<file path="src/hw/rtl/utfx_pkg.sv">
// Types, constants and encoding functions of the UTF-16 to UTF-8 transcoder.
package utfx_pkg;

    typedef struct packed {
        logic [15:0] code_unit;
        logic        is_last;
    } t_in_item;

    typedef struct packed {
        logic [7:0] out_byte;
        logic       last_of_run;
        logic       end_of_string;
    } t_out_item;

    localparam logic [5:0]  HIGH_TAG  = 6'h36;
    localparam logic [5:0]  LOW_TAG   = 6'h37;
    localparam logic [20:0] REPL_CP   = 21'h00FFFD;
    localparam logic [20:0] SUPP_BASE = 21'h010000;

    localparam logic [7:0] LEAD2 = 8'hC0;
    localparam logic [7:0] LEAD3 = 8'hE0;
    localparam logic [7:0] LEAD4 = 8'hF0;
    localparam logic [7:0] CONT  = 8'h80;

    localparam logic [2:0] LEN_NONE = 3'd0;
    localparam logic [2:0] LEN_1    = 3'd1;
    localparam logic [2:0] LEN_2    = 3'd2;
    localparam logic [2:0] LEN_3    = 3'd3;
    localparam logic [2:0] LEN_4    = 3'd4;

    // One queued job holds up to two code points and their byte counts.
    typedef struct packed {
        logic [20:0] cp0;
        logic [2:0]  len0;
        logic [20:0] cp1;
        logic [2:0]  len1;
        logic        is_last;
    } t_job;

    function automatic logic [2:0] cp_len(input logic [20:0] cp);
        logic [2:0] len;
        if (cp <= 21'h00007F) begin
            len = LEN_1;
        end else if (cp <= 21'h0007FF) begin
            len = LEN_2;
        end else if (cp <= 21'h00FFFF) begin
            len = LEN_3;
        end else begin
            len = LEN_4;
        end
        return len;
    endfunction

    function automatic logic [7:0] enc_byte(input logic [20:0] cp, input logic [2:0] len,
                                            input logic [1:0] idx);
        logic [7:0] b;
        case (len)
            LEN_1: b = cp[7:0];
            LEN_2: begin
                case (idx)
                    2'd0:    b = LEAD2 | {3'b000, cp[10:6]};
                    default: b = CONT | {2'b00, cp[5:0]};
                endcase
            end
            LEN_3: begin
                case (idx)
                    2'd0:    b = LEAD3 | {4'b0000, cp[15:12]};
                    2'd1:    b = CONT | {2'b00, cp[11:6]};
                    default: b = CONT | {2'b00, cp[5:0]};
                endcase
            end
            default: begin
                case (idx)
                    2'd0:    b = LEAD4 | {5'b00000, cp[20:18]};
                    2'd1:    b = CONT | {2'b00, cp[17:12]};
                    2'd2:    b = CONT | {2'b00, cp[11:6]};
                    default: b = CONT | {2'b00, cp[5:0]};
                endcase
            end
        endcase
        return b;
    endfunction

endpackage

</file>
<file path="src/hw/rtl/utfx_fifo.sv">
// Small first-in first-out queue of jobs between the front and the back.
module utfx_fifo #(
    parameter int WIDTH = 50,
    parameter int DEPTH = 4
) (
    input  logic             i_clk,
    input  logic             i_rst_n,
    input  logic             i_push,
    input  logic [WIDTH-1:0] i_data,
    input  logic             i_pop,
    output logic [WIDTH-1:0] o_data,
    output logic             o_valid,
    output logic             o_full
);
    localparam int PTR_W = (DEPTH > 1) ? $clog2(DEPTH) : 1;
    localparam int CNT_W = $clog2(DEPTH + 1);
    localparam logic [PTR_W-1:0] PTR_LAST = PTR_W'(DEPTH - 1);
    localparam logic [CNT_W-1:0] CNT_FULL = CNT_W'(DEPTH);

    logic [WIDTH-1:0] r_mem [DEPTH];
    logic [PTR_W-1:0] r_wr_ptr;
    logic [PTR_W-1:0] r_rd_ptr;
    logic [CNT_W-1:0] r_count;
    logic             do_push;
    logic             do_pop;

    assign o_data  = r_mem[r_rd_ptr];
    assign o_valid = (r_count != '0);
    assign o_full  = (r_count == CNT_FULL);
    assign do_push = i_push && !o_full;
    assign do_pop  = i_pop && o_valid;

    always_ff @(posedge i_clk) begin
        if (do_push) begin
            r_mem[r_wr_ptr] <= i_data;
        end
    end

    always_ff @(posedge i_clk) begin
        if (!i_rst_n) begin
            r_wr_ptr <= '0;
            r_rd_ptr <= '0;
            r_count  <= '0;
        end else begin
            if (do_push) begin
                r_wr_ptr <= (r_wr_ptr == PTR_LAST) ? '0 : r_wr_ptr + 1'b1;
            end
            if (do_pop) begin
                r_rd_ptr <= (r_rd_ptr == PTR_LAST) ? '0 : r_rd_ptr + 1'b1;
            end
            if (do_push && !do_pop) begin
                r_count <= r_count + 1'b1;
            end else if (do_pop && !do_push) begin
                r_count <= r_count - 1'b1;
            end
        end
    end

endmodule

</file>
<file path="src/hw/rtl/utfx_front.sv">
// Front end: accepts code units, pairs surrogates and builds encoding jobs.
module utfx_front (
    input  logic              i_clk,
    input  logic              i_rst_n,
    input  logic              i_in_valid,
    input  utfx_pkg::t_in_item i_in_data,
    input  logic              i_queue_full,
    output logic              o_in_stall,
    output logic              o_push,
    output utfx_pkg::t_job    o_job
);
    import utfx_pkg::*;

    logic        r_high_pending;
    logic [9:0]  r_high_bits;
    logic        n_high_pending;
    logic [9:0]  n_high_bits;
    logic [15:0] cu;
    logic        last;
    logic        is_high;
    logic        is_low;
    logic        accept;
    logic [20:0] second_cp;
    logic [2:0]  second_len;
    t_job        job;

    always_comb begin
        cu      = i_in_data.code_unit;
        last    = i_in_data.is_last;
        is_high = (cu[15:10] == HIGH_TAG);
        is_low  = (cu[15:10] == LOW_TAG);
        accept  = i_in_valid && !i_queue_full;

        if (is_high) begin
            second_cp  = REPL_CP;
            second_len = last ? LEN_3 : LEN_NONE;
        end else if (is_low) begin
            second_cp  = REPL_CP;
            second_len = LEN_3;
        end else begin
            second_cp  = {5'b00000, cu};
            second_len = cp_len({5'b00000, cu});
        end

        job.is_last = last;
        if (r_high_pending && is_low) begin
            job.cp0  = SUPP_BASE + {1'b0, r_high_bits, cu[9:0]};
            job.len0 = LEN_4;
            job.cp1  = REPL_CP;
            job.len1 = LEN_NONE;
        end else if (r_high_pending) begin
            job.cp0  = REPL_CP;
            job.len0 = LEN_3;
            job.cp1  = second_cp;
            job.len1 = second_len;
        end else begin
            job.cp0  = second_cp;
            job.len0 = second_len;
            job.cp1  = REPL_CP;
            job.len1 = LEN_NONE;
        end

        n_high_pending = is_high && !last;
        n_high_bits    = is_high ? cu[9:0] : r_high_bits;
    end

    assign o_in_stall = i_queue_full;
    assign o_push     = accept && (job.len0 != LEN_NONE);
    assign o_job      = job;

    always_ff @(posedge i_clk) begin
        if (!i_rst_n) begin
            r_high_pending <= 1'b0;
            r_high_bits    <= '0;
        end else if (accept) begin
            r_high_pending <= n_high_pending;
            r_high_bits    <= n_high_bits;
        end
    end

endmodule

</file>
<file path="src/hw/rtl/utfx_back.sv">
// Back end: turns queued jobs into UTF-8 bytes, one byte per cycle while the output is not stalled.
module utfx_back (
    input  logic               i_clk,
    input  logic               i_rst_n,
    input  logic               i_job_valid,
    input  utfx_pkg::t_job     i_job,
    output logic               o_pop,
    output logic               o_out_valid,
    output utfx_pkg::t_out_item o_out_data,
    input  logic               i_out_stall
);
    import utfx_pkg::*;

    logic        r_busy;
    t_job        r_job;
    logic        r_sel;
    logic [1:0]  r_idx;
    logic        r_out_valid;
    t_out_item   r_out;
    logic [20:0] cur_cp;
    logic [2:0]  cur_len;
    logic        end_cp;
    logic        final_byte;
    logic        advance;
    t_out_item   n_out;

    always_comb begin
        cur_cp     = r_sel ? r_job.cp1 : r_job.cp0;
        cur_len    = r_sel ? r_job.len1 : r_job.len0;
        end_cp     = ({1'b0, r_idx} == (cur_len - 3'd1));
        final_byte = end_cp && (r_sel || (r_job.len1 == LEN_NONE));
        advance    = r_busy && (!r_out_valid || !i_out_stall);
        o_pop      = i_job_valid && (!r_busy || (advance && final_byte));

        n_out.out_byte      = enc_byte(cur_cp, cur_len, r_idx);
        n_out.last_of_run   = final_byte;
        n_out.end_of_string = final_byte && r_job.is_last;
    end

    assign o_out_valid = r_out_valid;
    assign o_out_data  = r_out;

    always_ff @(posedge i_clk) begin
        if (advance) begin
            r_out <= n_out;
        end
        if (o_pop) begin
            r_job <= i_job;
        end
    end

    always_ff @(posedge i_clk) begin
        if (!i_rst_n) begin
            r_busy      <= 1'b0;
            r_sel       <= 1'b0;
            r_idx       <= '0;
            r_out_valid <= 1'b0;
        end else begin
            if (advance) begin
                r_out_valid <= 1'b1;
            end else if (!i_out_stall) begin
                r_out_valid <= 1'b0;
            end

            if (o_pop) begin
                r_busy <= 1'b1;
                r_sel  <= 1'b0;
                r_idx  <= '0;
            end else if (advance) begin
                if (final_byte) begin
                    r_busy <= 1'b0;
                end else if (end_cp) begin
                    r_sel <= 1'b1;
                    r_idx <= '0;
                end else begin
                    r_idx <= r_idx + 1'b1;
                end
            end
        end
    end

endmodule

</file>
<file path="src/hw/rtl/utf16_to_utf8_transcoder_unit.sv">
// The first byte of an item passes the job queue, the back end's job register and the
// output register in turn. Throughput: one output byte per cycle while the output is not
// stalled; the byte-wide output register sets this rate.
// A job queue of QUEUE_DEPTH entries lets input be taken while the output is stalled.
// Reset is synchronous and active low; it empties the queue and drops any held surrogate.
module utf16_to_utf8_transcoder_unit #(
    parameter int QUEUE_DEPTH = 4
) (
    input  logic                i_clk,
    input  logic                i_rst_n,
    input  logic                i_in_valid,
    input  utfx_pkg::t_in_item  i_in_data,
    output logic                o_in_stall,
    output logic                o_out_valid,
    output utfx_pkg::t_out_item o_out_data,
    input  logic                i_out_stall
);
    import utfx_pkg::*;

    localparam int JOB_W = $bits(t_job);

    logic             push;
    t_job             push_job;
    logic             queue_full;
    logic             queue_valid;
    logic [JOB_W-1:0] queue_data;
    logic             pop;

    utfx_front u_front (
        .i_clk        (i_clk),
        .i_rst_n      (i_rst_n),
        .i_in_valid   (i_in_valid),
        .i_in_data    (i_in_data),
        .i_queue_full (queue_full),
        .o_in_stall   (o_in_stall),
        .o_push       (push),
        .o_job        (push_job)
    );

    utfx_fifo #(
        .WIDTH (JOB_W),
        .DEPTH (QUEUE_DEPTH)
    ) u_fifo (
        .i_clk   (i_clk),
        .i_rst_n (i_rst_n),
        .i_push  (push),
        .i_data  (push_job),
        .i_pop   (pop),
        .o_data  (queue_data),
        .o_valid (queue_valid),
        .o_full  (queue_full)
    );

    utfx_back u_back (
        .i_clk       (i_clk),
        .i_rst_n     (i_rst_n),
        .i_job_valid (queue_valid),
        .i_job       (t_job'(queue_data)),
        .o_pop       (pop),
        .o_out_valid (o_out_valid),
        .o_out_data  (o_out_data),
        .i_out_stall (i_out_stall)
    );

endmodule

</file>
<file path="config.mk">
export PLATFORM = sky130hd
export DESIGN_NAME = utf16_to_utf8_transcoder_unit
export DESIGN_NICKNAME = d
export VERILOG_FILES = /design/src/hw/rtl/utfx_pkg.sv /design/src/hw/rtl/utfx_fifo.sv /design/src/hw/rtl/utfx_front.sv /design/src/hw/rtl/utfx_back.sv /design/src/hw/rtl/utf16_to_utf8_transcoder_unit.sv
export SDC_FILE = /design/constraint.sdc
export NUM_CORES = 1
export LEC_CHECK = 0
export ABC_AREA = 1
export BUFFER_PORTS_ARGS = -buffer_cell sky130_fd_sc_hd__buf_2
export CAP_MARGIN = 0
export CORE_UTILIZATION = 60
export DETAILED_ROUTE_END_ITERATION = 7
export PLACE_DENSITY_LB_ADDON = 0.2
export SLEW_MARGIN = 20
export SYNTH_ARGS = -nofsm -noshare
export SYNTH_HDL_FRONTEND = slang
export SYNTH_SLANG_ARGS = --single-unit
</file>
<file path="constraint.sdc">
create_clock -name i_clk -period 6.9 [get_ports i_clk]
set_input_delay 0.69 -clock i_clk [delete_from_list [all_inputs] [get_ports i_clk]]
set_output_delay 0.69 -clock i_clk [all_outputs]
set_load 0.02 [all_outputs]
</file>
==> summary.txt, run 1 <==
Critical path
  • Critical Path AT: roughly 4.1 ns
  • CP required: 7.35 ns
  • Worst-path fanout max: 27
  • Worst reg2reg path depth: 17
  • CP endpoint kind: flip-flop
  • Critical path cell sequence: inv_4 > or2_2 > o21ai_0 > ha_1 > xnor2_1 > nor2_4 > nand4_2 > nand2_4 > nand2_4 > ha_1 > inv_1 > fa_1 > nor2_1 > nor2_1 > nand2_1 > o21ai_0 > a21oi_1
  • Crit Path Category: reg -> reg
  • Crit path launch type: flip-flop
  • Slowest stage cell, crit path: dfxtp_1
  • R2R setup slack: 3.27 ns
  • CP max stage delay: approximately 0.8 ns

Placed design
  • Port buffer count: 32
  • Placed insts: 1,095
  • Dpl cell area: 0.0107 sq mm
  • Worst slack, placed: between 3 and 4 ns
  • Hpwl dp: 14.1 mm
  • Final Wtd Congestion: approximately 0.9

Min path
  • Min-Delay Path Depth: 3
  • Hold WC Path Type: in -> reg

Logic synthesis
  • Commonest cells post-synth: edfxtp_1 (225), nor2_1 (122), nand2_1 (111)
  • Synthesized Nets: 911
  • Async SR Flop Fraction: 0%
  • YS warnings: 0
  • Post-synth EDFFs: approximately 230
  • Top post-synthesis cells by area: edfxtp_1 (65%), o21ai_0 (4.8%), dfxtp_1 (4.5%), nor2_1 (4.4%), nand2_1 (4.0%)
  • Yosys cell types: 42
  • Syn_area_per_cell: between 10 and 15 sq um
  • Top cell type's share of synthesized area: 65.4%
  • Dominant cell type by area after synthesis: edfxtp_1
  • Synth Flop Type: edfxtp_1
  • Mapped Cells: 873
  • Synthesized cell area: slightly above 0.01 sq mm
  • Flops & latches, synth: 248
  • Most frequent cell after synthesis: edfxtp_1
  • Sequential-to-total area share from yosys stat: 69.9%

Layout
  • Cell Count, Final, Fillers Out: 1,144
  • Nets: roughly 940
  • Layout cells sized above 1: 13.1%
  • Layout area overhead: 11.7%
  • Fillers: between 1,000 and 1,500
  • Final instance area: 0.0115 sq mm
  • Final core utilization: 69.1%

Clocking
  • Post-CTS sizing: 0
  • Longest Clk Path Bufs: 3
  • Inserted Clock Buffers: 26
  • Post-CTS setup buffer count: 0
  • Clk_lat worst skew: 0.52 ns
  • Hold-fix buffers, CTS: 0
  • CTS tree: done
  • CTS clk-pin slew, worst paths: 0.06 ns
  • Clock root buffer: clkbuf_16
  • Clk sinks: 248
  • H-Tree Depth: 1

STA
  • Setup Viol. Count Final: 0
  • Worst-Margin Slew: 0.974 ns
  • Fmax achieved: 276 MHz
  • Post-route setup TNS: 0 ns
  • Period utilisation layout: 52.6%
  • Fin. Hold Viols: 0
  • Setup Skew: 0.00843 ns
  • Setup ws final: about 3.3 ns
  • Relative slew slack: 34.8%
  • Final Slew Violations: 0
  • Post-layout minimum cycle time: ~3.6 ns
  • RSZ-0062 raised after global routing: false

Drt
  • 1st-iter DRT viols: 609
  • Final wirelength: 22.2 mm
  • Vias per inst: 5.97
  • DRC viols: 0
  • Via count: 6,835
  • Per-cell routed wire length: 19.4 um
  • Drt pass-1 iters: 5
  • Post-route ant nets: 0

Pwr
  • Peak supply drop: 0.000295 V
  • PD cells: ~420 mW/mm^2
  • Leakage: 4.23 nW

GRT
  • Met3 Use GR: 5.94%
  • All-Layer GR Usage: 25.7%
  • Vias in the first global route: between 6,000 and 7,000
  • Initial antenna violation count: 4
  • M1 GR Usage: 34.2%
  • Pin count of the biggest net entering global routing: 87
  • Met2 Use GR: 42.6%
  • Total grt overflow: 0
  • First-pass GRT wire length: roughly 35 mm
  • GR peak layer: met2

Flow run
  • Number of max-cap violations: 0

Status
  • Status: completed

Floorplanning
  • Placement Rows: 47
  • Total die area: 0.0177 sq mm
  • I/O pin count: 33
  • Starting density of the core: 61.8%
  • Chip width: 133 um
  • DIE HEIGHT: 133 um
  • Core area: 0.0167 sq mm
power breakdown:
group	switching [mW]	total, mW	internal, mW
clock network	0.555	1.38	0.822
logic	0.972	1.36	0.386
registers	0.134	2.16	2.03
total	1.66	4.90	3.24
metal layers:
layer,part of all wire [%],vias up
met5,0.081,-
met1,41,3298
met2,48,305
met4,2.7,4
li1,-,3175
met3,8.1,53
state kept, by name, indices dropped and copies added, names as in the netlist:
register                cells
u_back.o_out_data          10
u_back.r_job               43
u_back.o_out_valid          1
u_fifo.r_rd_ptr             2
u_front.r_high_pending      1
u_fifo.r_count              3
u_back.r_sel                1
u_back.r_busy               1
u_front.r_high_bits        10
u_fifo.r_mem              172
u_back.r_idx                2
u_fifo.r_wr_ptr             2
critical path: cells and delay by family, from the launching register on:
kind | cells | cell delay [ns]
adder cells (fa/ha/maj) | 3 | 0.85
buffers and inverters | 2 | 0.33
flip-flops | 1 | 0.80
AND/OR/NAND/NOR | 8 | 0.90
AO/OA/AOI/OAI | 3 | 0.40
XOR/XNOR | 1 | 0.26
stage by stage:
step	hold slack, ns	power, mW
6_report	0.462	4.90
5_1_grt	0.455	5.13
4_1_cts	0.445	4.90
3_5_place_dp	0.505	3.53
3_3_place_gp	0.483	3.48
2_1_floorplan	0.469	3.11
logic make-up (layout without fill, tap and decap cells):
logic type                 Yosys count  after routing  synth area share (%)
AOI/OAI and AO/OA                  214            214                  11.4
xor gates and xnor gates             2              2                 0.170
adders and majority gates           17             17                  2.13
buffers and inverters              102            152                  4.11
DFF                                248            248                  69.9
muxes                                2              2                 0.194
other                                0              1                     0
and+or+nand+nor                    288            288                  12.1
final timing paths:
path / startpoint / endpoint
worst max-delay path: u_back.r_sel$_SDFFE_PP0P_ / u_fifo.r_count[2]$_SDFFE_PN0P_
worst min-delay path: i_in_data[1] / u_front.r_high_bits[0]$_SDFFE_PN0P_
worst max register to register: u_back.r_sel$_SDFFE_PP0P_ / u_fifo.r_count[2]$_SDFFE_PN0P_
worst min register to register: u_fifo.r_count[0]$_SDFFE_PN0P_ / u_fifo.r_count[0]$_SDFFE_PN0P_
layout by cell type (no fill, tap or decap), types with 5 or more instances in the layout:
cell	n
edfxtp_1	225
nor2_1	118
nand2_1	111
o21ai_0	99
inv_1	52
o22ai_1	43
a21oi_1	34
buf_2	32
nand3_1	28
clkbuf_16	27
dfxtp_1	22
o21ai_1	16
ha_1	16
clkinv_1	10
buf_4	9
inv_2	8
nor2_4	7
nand2_2	6
o211ai_1	6
clkinv_2	5
cell type report:
cell class                 instances  area [sq um]  share of cell area [%]
inverter                          63           240                    2.08
tap                              220           275                    2.39
timing repair buffer              41           228                    1.97
clock buffer                      29           683                    5.92
sequential                       248          7220                    62.6
antenna                            1          2.50                  0.0217
multi-input combinational        523          2720                    23.6
clock inverter                    19           170                    1.48
Note: power is estimated with default switching activity, not from simulation.
==> run 2, diff against run 1 <==
- clock period: 6.9 -> 3.7 ns (I/O delays scaled with it)
==> summary.txt, run 2 (synthesis gave the netlist of run 1 again) <==
Critical path
  • CP max stage delay: 0.42 ns (was 0.80 ns)
  • Worst reg2reg path depth: 14 (was 17)
  • Crit path launch type: flip-flop (unchanged)
  • Crit Reg-Reg Endpoint: u_fifo.r_count[1]$_SDFFE_PN0P_ (was u_fifo.r_count[2]$_SDFFE_PN0P_)
  • CP endpoint kind: flip-flop (unchanged)
  • Slowest stage cell, crit path: fa_1 (was dfxtp_1)
  • Critical Path AT: 3.46 ns (was 4.07 ns)
  • Critical path cell sequence: inv_4 > or2_2 > o21ai_0 > ha_1 > xnor2_1 > nor2_4 > nand4_2 > nand2_4 > nand2_4 > ha_1 > inv_1 > fa_1 > o21ai_0 > a21oi_1 (was inv_4 > or2_2 > o21ai_0 > ha_1 > xnor2_1 > nor2_4 > nand4_2 > nand2_4 > nand2_4 > ha_1 > inv_1 > fa_1 > nor2_1 > nor2_1 > nand2_1 > o21ai_0 > a21oi_1)
  • Crit Path Category: reg -> reg (unchanged)
  • RR Startpoint: u_back.r_sel$_SDFFE_PP0P_ (unchanged)
  • R2R setup slack: 0.66 ns (was 3.27 ns)
  • CP required: 4.12 ns (was 7.35 ns)
  • Worst-path fanout max: 27 (unchanged)

Placed design
  • Dpl cell area: 0.0107 sq mm (about the same)
  • Port buffer count: 32 (unchanged)
  • Final Wtd Congestion: 0.854 (was 0.876)
  • Hpwl dp: 14.4 mm (was 14.1 mm)
  • Worst slack, placed: 0.687 ns (was 3.32 ns)

Pwr
  • Switching power: 3.14 mW (was 1.66 mW)
  • Peak supply drop: 0.000589 V (was 0.000295 V)
  • Internal power: 5.84 mW (was 3.24 mW)
  • Total power: 8.98 mW (was 4.90 mW)
  • Switching Share: 34.9% (was 33.9%)
  • Leakage: 4.21 nW (was 4.23 nW)
  • PD cells: 780 mW/mm^2 (was 425 mW/mm^2)
  • Clock Power Share: 26.4% (was 28.1%)
  • Flop pwr share: 44.1% (was 44.2%)
  • Logic gate share of total power: 29.5% (was 27.7%)

GRT
  • Pin count of the biggest net entering global routing: 90 (was 87)
  • Total grt overflow: 0 (unchanged)
  • First-pass GRT wire length: 35.4 mm (was 34.6 mm)
  • Vias in the first global route: 6,510 (was 6,543)
  • All-Layer GR Usage: 26.3% (was 25.7%)
  • Initial antenna violation count: 0 (was 4)

Layout
  • Leading cell type in the layout, fill and taps excluded: edfxtp_1 (unchanged)
  • Largest registers: u_fifo.r_mem x172, u_back.r_job x43 (unchanged)
  • Max reg flops: 172 (unchanged)
  • Nets: 941 (unchanged)
  • Final instance area: 0.0115 sq mm (about the same)
  • Fillers: 1,202 (was 1,201)
  • Reg with most FFs: u_fifo.r_mem (unchanged)
  • Antenna diode count: 0 (was 1)
  • Layout area overhead: 11.5% (was 11.7%)
  • Commonest non-fill, non-tap cells in the layout: edfxtp_1 (225), nor2_1 (118), nand2_1 (111), o21ai_0 (99), inv_1 (52) (unchanged)
  • Layout cells sized above 1: 13.5% (was 13.1%)

Clocking
  • Clk sinks: 248 (unchanged)
  • Post-CTS sizing: 0 (unchanged)
  • Post-CTS setup buffer count: 0 (unchanged)
  • CTS clk-pin slew, worst paths: 0.06 ns (about the same)
  • Clock root buffer: clkbuf_16 (unchanged)
  • H-Tree Depth: 1 (unchanged)
  • Longest Clk Path Bufs: 3 (unchanged)
  • Inserted Clock Buffers: 25 (was 26)
  • CTS tree: done (unchanged)
  • Hold-fix buffers, CTS: 0 (unchanged)
  • Clk_lat worst skew: 0.54 ns (was 0.52 ns)

Status
  • Status: completed (unchanged)

Min path
  • Hold_sp: i_in_data[0] (was i_in_data[1])
  • Hold Crit Endpoint: u_fifo.r_mem[0][0]$_DFFE_PP_ (was u_front.r_high_bits[0]$_SDFFE_PN0P_)
  • Hold WC Path Type: in -> reg (unchanged)
  • Min-Delay Path Depth: 1 (was 3)

Drt
  • 1st-iter DRT viols: 764 (was 609)
  • Vias per inst: 5.96 (was 5.97)
  • Via count: 6,802 (was 6,835)
  • Post-route ant nets: 0 (unchanged)
  • DRC viols: 0 (unchanged)
  • Per-cell routed wire length: 20.0 um (was 19.4 um)
  • Final wirelength: 22.8 mm (was 22.2 mm)
  • Drt pass-1 iters: 5 (unchanged)

Floorplanning
  • Chip width: 133 um (unchanged)
  • Total die area: 0.0177 sq mm (unchanged)
  • DIE HEIGHT: 133 um (unchanged)
  • Placement Rows: 47 (unchanged)
  • Core area: 0.0167 sq mm (unchanged)
  • I/O pin count: 33 (unchanged)
  • Starting density of the core: 61.8% (unchanged)

STA
  • Setup ws final: 0.657 ns (was 3.27 ns)
  • Setup Viol. Count Final: 0 (unchanged)
  • Hold Slack: 0.143 ns (was 0.462 ns)
  • Period utilisation layout: 82.3% (was 52.6%)
  • Setup Skew: 0.0116 ns (was 0.00843 ns)
  • Fmax achieved: 329 MHz (was 276 MHz)
  • Worst-Margin Slew: 1.09 ns (was 0.974 ns)
  • Post-layout minimum cycle time: 3.04 ns (was 3.63 ns)
  • Fin. Hold Viols: 0 (unchanged)
  • RSZ-0062 raised after global routing: false (unchanged)
  • Relative slew slack: 27.3% (was 34.8%)
  • Post-route setup TNS: 0 ns (unchanged)
  • Final Slew Violations: 0 (unchanged)

Flow run
  • Number of max-cap violations: 0 (unchanged)
run 2: changes by cell type in the layout (fill, tap and decap cells not counted), sizes merged:
| cell | change |
|---|---|
| clkinv | -9 |
| clkbuf | +2 |
| buf | +1 |
| diode | -1 |
| bufinv | -3 |
| clkinvlp | +3 |
| inv | +4 |
run 2: power by group through the flow:
stage	Clock, mW	Combinational, mW	Sequential (mW)
floorplan	0	1.75	4.04
global placement	0	2.54	4.00
detailed placement	0	2.61	4.02
CTS	2.40	2.63	3.96
global route	2.51	2.91	4.00
finish	2.37	2.65	3.96
run 2: worst max-delay path: cells and delay by family, from the launching register on:
kind                     cells  cell delay, ns
flip-flops                   1            0.37
XOR/XNOR                     1            0.16
AO/OA/AOI/OAI                3            0.43
buffers and inverters        2            0.23
adder cells (fa/ha/maj)      3            0.94
AND/OR/NAND/NOR              5            0.77
run 2: per-stage QoR:
stage	instances	utilization, %
after floorplan	873	-
after global placement	1096	64.3
after detailed placement	1096	64.3
after CTS	1141	68.9
after global routing	1141	68.9
final	1141	68.9
run 2: worst max path at each step:
stage / start / end / depth (start not counted)
finish: u_back.r_sel$_SDFFE_PP0P_ / u_fifo.r_count[1]$_SDFFE_PN0P_ / 14
global route: u_back.r_sel$_SDFFE_PP0P_ / u_fifo.r_count[1]$_SDFFE_PN0P_ / 15
CTS: u_back.r_sel$_SDFFE_PP0P_ / u_fifo.r_count[2]$_SDFFE_PN0P_ / 17
detailed placement: u_back.r_sel$_SDFFE_PP0P_ / u_fifo.r_count[1]$_SDFFE_PN0P_ / 14
global placement: u_back.r_sel$_SDFFE_PP0P_ / u_fifo.r_count[2]$_SDFFE_PN0P_ / 17
floorplan: i_in_data[14] / u_fifo.r_mem[0][0]$_DFFE_PP_ / 7
run 2: final cells by class:
cell class / instances / area [sq um] / area share (%)
Clock inverter: 14 / 96.3 / 0.837
Tap cell: 220 / 275 / 2.39
Clock buffer: 31 / 679 / 5.90
Multi-Input combinational cell: 523 / 2720 / 23.6
Timing Repair Buffer: 42 / 285 / 2.48
Sequential cell: 248 / 7220 / 62.7
Inverter: 63 / 240 / 2.09
run 2: metal layers:
metal	wire, um	global-route usage, %
met5	0	0
met4	487	6.94
met3	1730	4.34
met2	11000	43.2
met1	9620	37.0
==> run 3, diff against run 2 <==
- ABC_AREA: 1 -> 0
- CORE_UTILIZATION: 60 -> 56
- clock period: 3.7 -> 2.5 ns (I/O delays scaled with it)
==> summary.txt, run 3 <==
GRT
  • GR peak layer: met2 (unchanged)
  • Initial antenna violation count: 0 (unchanged)
  • M1 GR Usage: 32.5% (was 37.0%)
  • Total grt overflow: 0 (unchanged)
  • Met2 Use GR: 36.5% (was 43.2%)
  • Pin count of the biggest net entering global routing: 49 (was 90)
  • All-Layer GR Usage: 22.8% (was 26.3%)
  • Vias in the first global route: 5,413 (was 6,510)
  • Met3 Use GR: 3.43% (was 4.34%)
  • First-pass GRT wire length: 30.7 mm (was 35.4 mm)

Clocking
  • Inserted Clock Buffers: 26 (was 25)
  • Clk_lat worst skew: 0.52 ns (was 0.54 ns)
  • Longest Clk Path Bufs: 3 (unchanged)
  • Hold-fix buffers, CTS: 0 (unchanged)
  • CTS clk-pin slew, worst paths: 0.06 ns (about the same)
  • CTS tree: done (unchanged)
  • Clk sinks: 248 (unchanged)
  • H-Tree Depth: 1 (unchanged)
  • Clock root buffer: clkbuf_16 (unchanged)

STA
  • Final Slew Violations: 0 (unchanged)
  • Fmax achieved: 355 MHz (was 329 MHz)
  • Setup ws final: -0.318 ns (was 0.657 ns)
  • Relative slew slack: 42.4% (was 27.3%)
  • Post-layout minimum cycle time: 2.82 ns (was 3.04 ns)
  • Setup Viol. Count Final: 4 (was 0)
  • RSZ-0062 raised after global routing: true (was false)
  • Setup Skew: 0.0131 ns (was 0.0116 ns)
  • Fin. Hold Viols: 0 (unchanged)
  • Period utilisation layout: 113% (was 82.3%)
  • Worst-Margin Slew: 0.863 ns (was 1.09 ns)

Min path
  • Hold Crit Endpoint: u_fifo.r_mem[1][0]$_DFFE_PP_ (was u_fifo.r_mem[0][0]$_DFFE_PP_)
  • Min-Delay Path Depth: 1 (unchanged)
  • Hold WC Path Type: in -> reg (unchanged)
  • Hold_sp: i_in_data[0] (unchanged)

Critical path
  • R2R setup slack: -0.32 ns (was 0.66 ns)
  • Crit Path Category: reg -> reg (unchanged)
  • CP required: 2.95 ns (was 4.12 ns)
  • Worst-path fanout max: 3 (was 27)
  • CP endpoint kind: flip-flop (unchanged)
  • Worst reg2reg path depth: 13 (was 14)
  • RR Startpoint: u_back.r_sel$_SDFFE_PP0P_ (unchanged)
  • Crit path launch type: flip-flop (unchanged)
  • Crit Reg-Reg Endpoint: u_fifo.r_count[2]$_SDFFE_PN0P_ (was u_fifo.r_count[1]$_SDFFE_PN0P_)
  • Critical Path AT: 3.26 ns (was 3.46 ns)

Layout
  • Antenna diode count: 0 (unchanged)
  • Layout area overhead: 16.0% (was 11.5%)
  • Sequential Area: 0.00722 sq mm (about the same)
  • Largest registers: u_fifo.r_mem x172, u_back.r_job x43 (unchanged)
  • Reg with most FFs: u_fifo.r_mem (unchanged)
  • Fillers: 1,150 (was 1,202)
  • Multi-input gate area: 0.00272 sq mm (about the same)
  • Max reg flops: 172 (unchanged)
  • Final instance area: 0.0116 sq mm (was 0.0115 sq mm)
  • Layout cells sized above 1: 30.6% (was 13.5%)
  • Nets: 687 (was 941)
  • Leading cell type in the layout, fill and taps excluded: edfxtp_1 (unchanged)
  • Commonest non-fill, non-tap cells in the layout: edfxtp_1 (225), buf_4 (44), mux4_2 (43), nor2_1 (33), buf_2 (32) (was edfxtp_1 (225), nor2_1 (118), nand2_1 (111), o21ai_0 (99), inv_1 (52))

Placed design
  • Worst slack, placed: -0.484 ns (was 0.687 ns)
  • Hpwl dp: 13.0 mm (was 14.4 mm)
  • Final Wtd Congestion: 0.835 (was 0.854)
  • Port buffer count: 32 (unchanged)
  • Dpl cell area: 0.0107 sq mm (about the same)

Floorplanning
  • Total die area: 0.0185 sq mm (was 0.0177 sq mm)
  • DIE HEIGHT: 136 um (was 133 um)
  • Chip width: 136 um (was 133 um)
  • Core area: 0.0174 sq mm (was 0.0167 sq mm)
  • Placement Rows: 48 (was 47)
  • Starting density of the core: 57.6% (was 61.8%)
  • I/O pin count: 33 (unchanged)

Logic synthesis
  • Flops & latches, synth: 248 (unchanged)
  • Post-synth EDFFs: 225 (unchanged)
  • Syn_area_per_cell: 17.7 sq um (was 11.8 sq um)
  • Commonest cells post-synth: edfxtp_1 (225), mux4_2 (43), nor2_1 (33) (was edfxtp_1 (225), nor2_1 (122), nand2_1 (111))
  • Synth Flop Type: edfxtp_1 (unchanged)
  • Dominant cell type by area after synthesis: edfxtp_1 (unchanged)
  • Most frequent cell after synthesis: edfxtp_1 (unchanged)
  • YS warnings: 0 (unchanged)
  • Mapped Cells: 568 (was 873)
  • Top post-synthesis cells by area: edfxtp_1 (67%), mux4_2 (9.7%), dfxtp_1 (4.6%), ha_1 (2.0%), mux2i_1 (2.0%) (was edfxtp_1 (65%), o21ai_0 (4.8%), dfxtp_1 (4.5%), nor2_1 (4.4%), nand2_1 (4.0%))
  • Yosys cell types: 47 (was 42)
  • Sequential-to-total area share from yosys stat: 71.9% (was 69.9%)
  • Synthesized Nets: 606 (was 911)
  • Synthesized cell area: 0.0100 sq mm (was 0.0103 sq mm)
  • Async SR Flop Fraction: 0% (unchanged)
  • Top cell type's share of synthesized area: 67.3% (was 65.4%)

Status
  • Status: finished, violations left (was completed)
  • Failing checks: setup timing

Drt
  • Final wirelength: 20.2 mm (was 22.8 mm)
  • DRC viols: 0 (unchanged)
  • Via count: 5,349 (was 6,802)
  • Drt pass-1 iters: 5 (unchanged)
  • Per-cell routed wire length: 22.6 um (was 20.0 um)
  • 1st-iter DRT viols: 360 (was 764)
  • Post-route ant nets: 0 (unchanged)
  • Vias per inst: 5.98 (was 5.96)

Pwr
  • Leakage: 3.82 nW (was 4.21 nW)
  • Peak supply drop: 0.000685 V (was 0.000589 V)
  • PD cells: 1090 mW/mm^2 (was 780 mW/mm^2)
  • Total power: 12.6 mW (was 8.98 mW)

Flow run
  • Number of max-cap violations: 0 (unchanged)
run 3: cell count changes in the layout (fill, tap and decap cells not counted), moves of 16 or more:
| cell | before | now |
|---|---|---|
| o21ai_0 | 99 | 13 |
| mux4_2 | 0 | 43 |
| nor2_1 | 118 | 33 |
| o21ai_1 | 16 | 0 |
| nand2_1 | 111 | 16 |
| nand3_1 | 28 | 7 |
| a21oi_1 | 34 | 5 |
| inv_1 | 52 | 16 |
| buf_4 | 6 | 44 |
| mux2i_1 | 2 | 19 |
| o22ai_1 | 43 | 1 |
run 3: through the flow:
step	util, %	instances	setup TNS (ns)	hold WS (ns)
global route	66.8	894	-3.19	0.0142
detailed placement	61.3	833	-15.67	0.488
finish	66.8	894	-0.684	0.0243
global placement	61.3	833	-5.86	0.476
floorplan	-	568	-1.10	0.349
CTS	66.8	894	-0.519	0.00873
run 3: repair_timing:
item / CTS / global route
endpoints found under the setup margin: 51 / 52
pin swaps: 1 / 0
endpoints found under the hold margin: 0 / 0
resized for setup: 9 / 3
buffers inserted: 13 / 0
run 3: final cells by class:
type	instances	area share (%)
inverter	18	0.623
multi-input combinational	276	23.4
clock inverter	14	0.613
clock buffer	34	6.20
timing repair buffer	79	4.73
tap	225	2.42
sequential	248	62.0
run 3: worst max-delay path by stage:
stage                              startpoint                              to  slack (ns)
CTS                 u_back.r_sel$_SDFFE_PP0P_  u_fifo.r_count[2]$_SDFFE_PN0P_       -0.29
global placement    u_back.r_sel$_SDFFE_PP0P_  u_fifo.r_count[2]$_SDFFE_PN0P_       -0.23
floorplan           u_back.r_sel$_SDFFE_PP0P_  u_fifo.r_count[2]$_SDFFE_PN0P_       -0.49
global route        u_back.r_sel$_SDFFE_PP0P_  u_fifo.r_count[2]$_SDFFE_PN0P_       -0.40
finish              u_back.r_sel$_SDFFE_PP0P_  u_fifo.r_count[2]$_SDFFE_PN0P_       -0.32
detailed placement  u_back.r_sel$_SDFFE_PP0P_  u_fifo.r_count[2]$_SDFFE_PN0P_       -0.48
run 3: power breakdown:
part	switching [mW]	leakage, nW	internal, mW
Combinational	1.87	1.23	1.59
Sequential	0.264	2.20	5.40
Clock	1.49	0.385	2.03
run 3: per-layer routing:
layer  up-vias  routed length, um  part of all wire [%]
li1       2404                  -                     -
met1      2721               8540                    42
met2       186               9870                    49
met3        38               1240                   6.1
met4         0                519                   2.6
met5         -                  0                     0
run 3: cell families after synthesis:
logic type      synth area share (%)
buf+inv                         1.85
flops                           71.9
compound gates                  4.10
xor+xnor                       0.611
fa+ha+maj                       2.20
simple gates                    6.20
mux                             13.1
run 3: critical path: stages, from the launching register on:
cell	delay (ns)
dfxtp_4	0.39
mux2i_4	0.28
ha_4	0.24
xor2_2	0.15
o21ai_2	0.11
o41ai_4	0.11
and2b_2	0.26
inv_4	0.06
ha_4	0.14
inv_4	0.04
fa_2	0.35
xor2_1	0.17
or3_1	0.32
a21oi_2	0.13
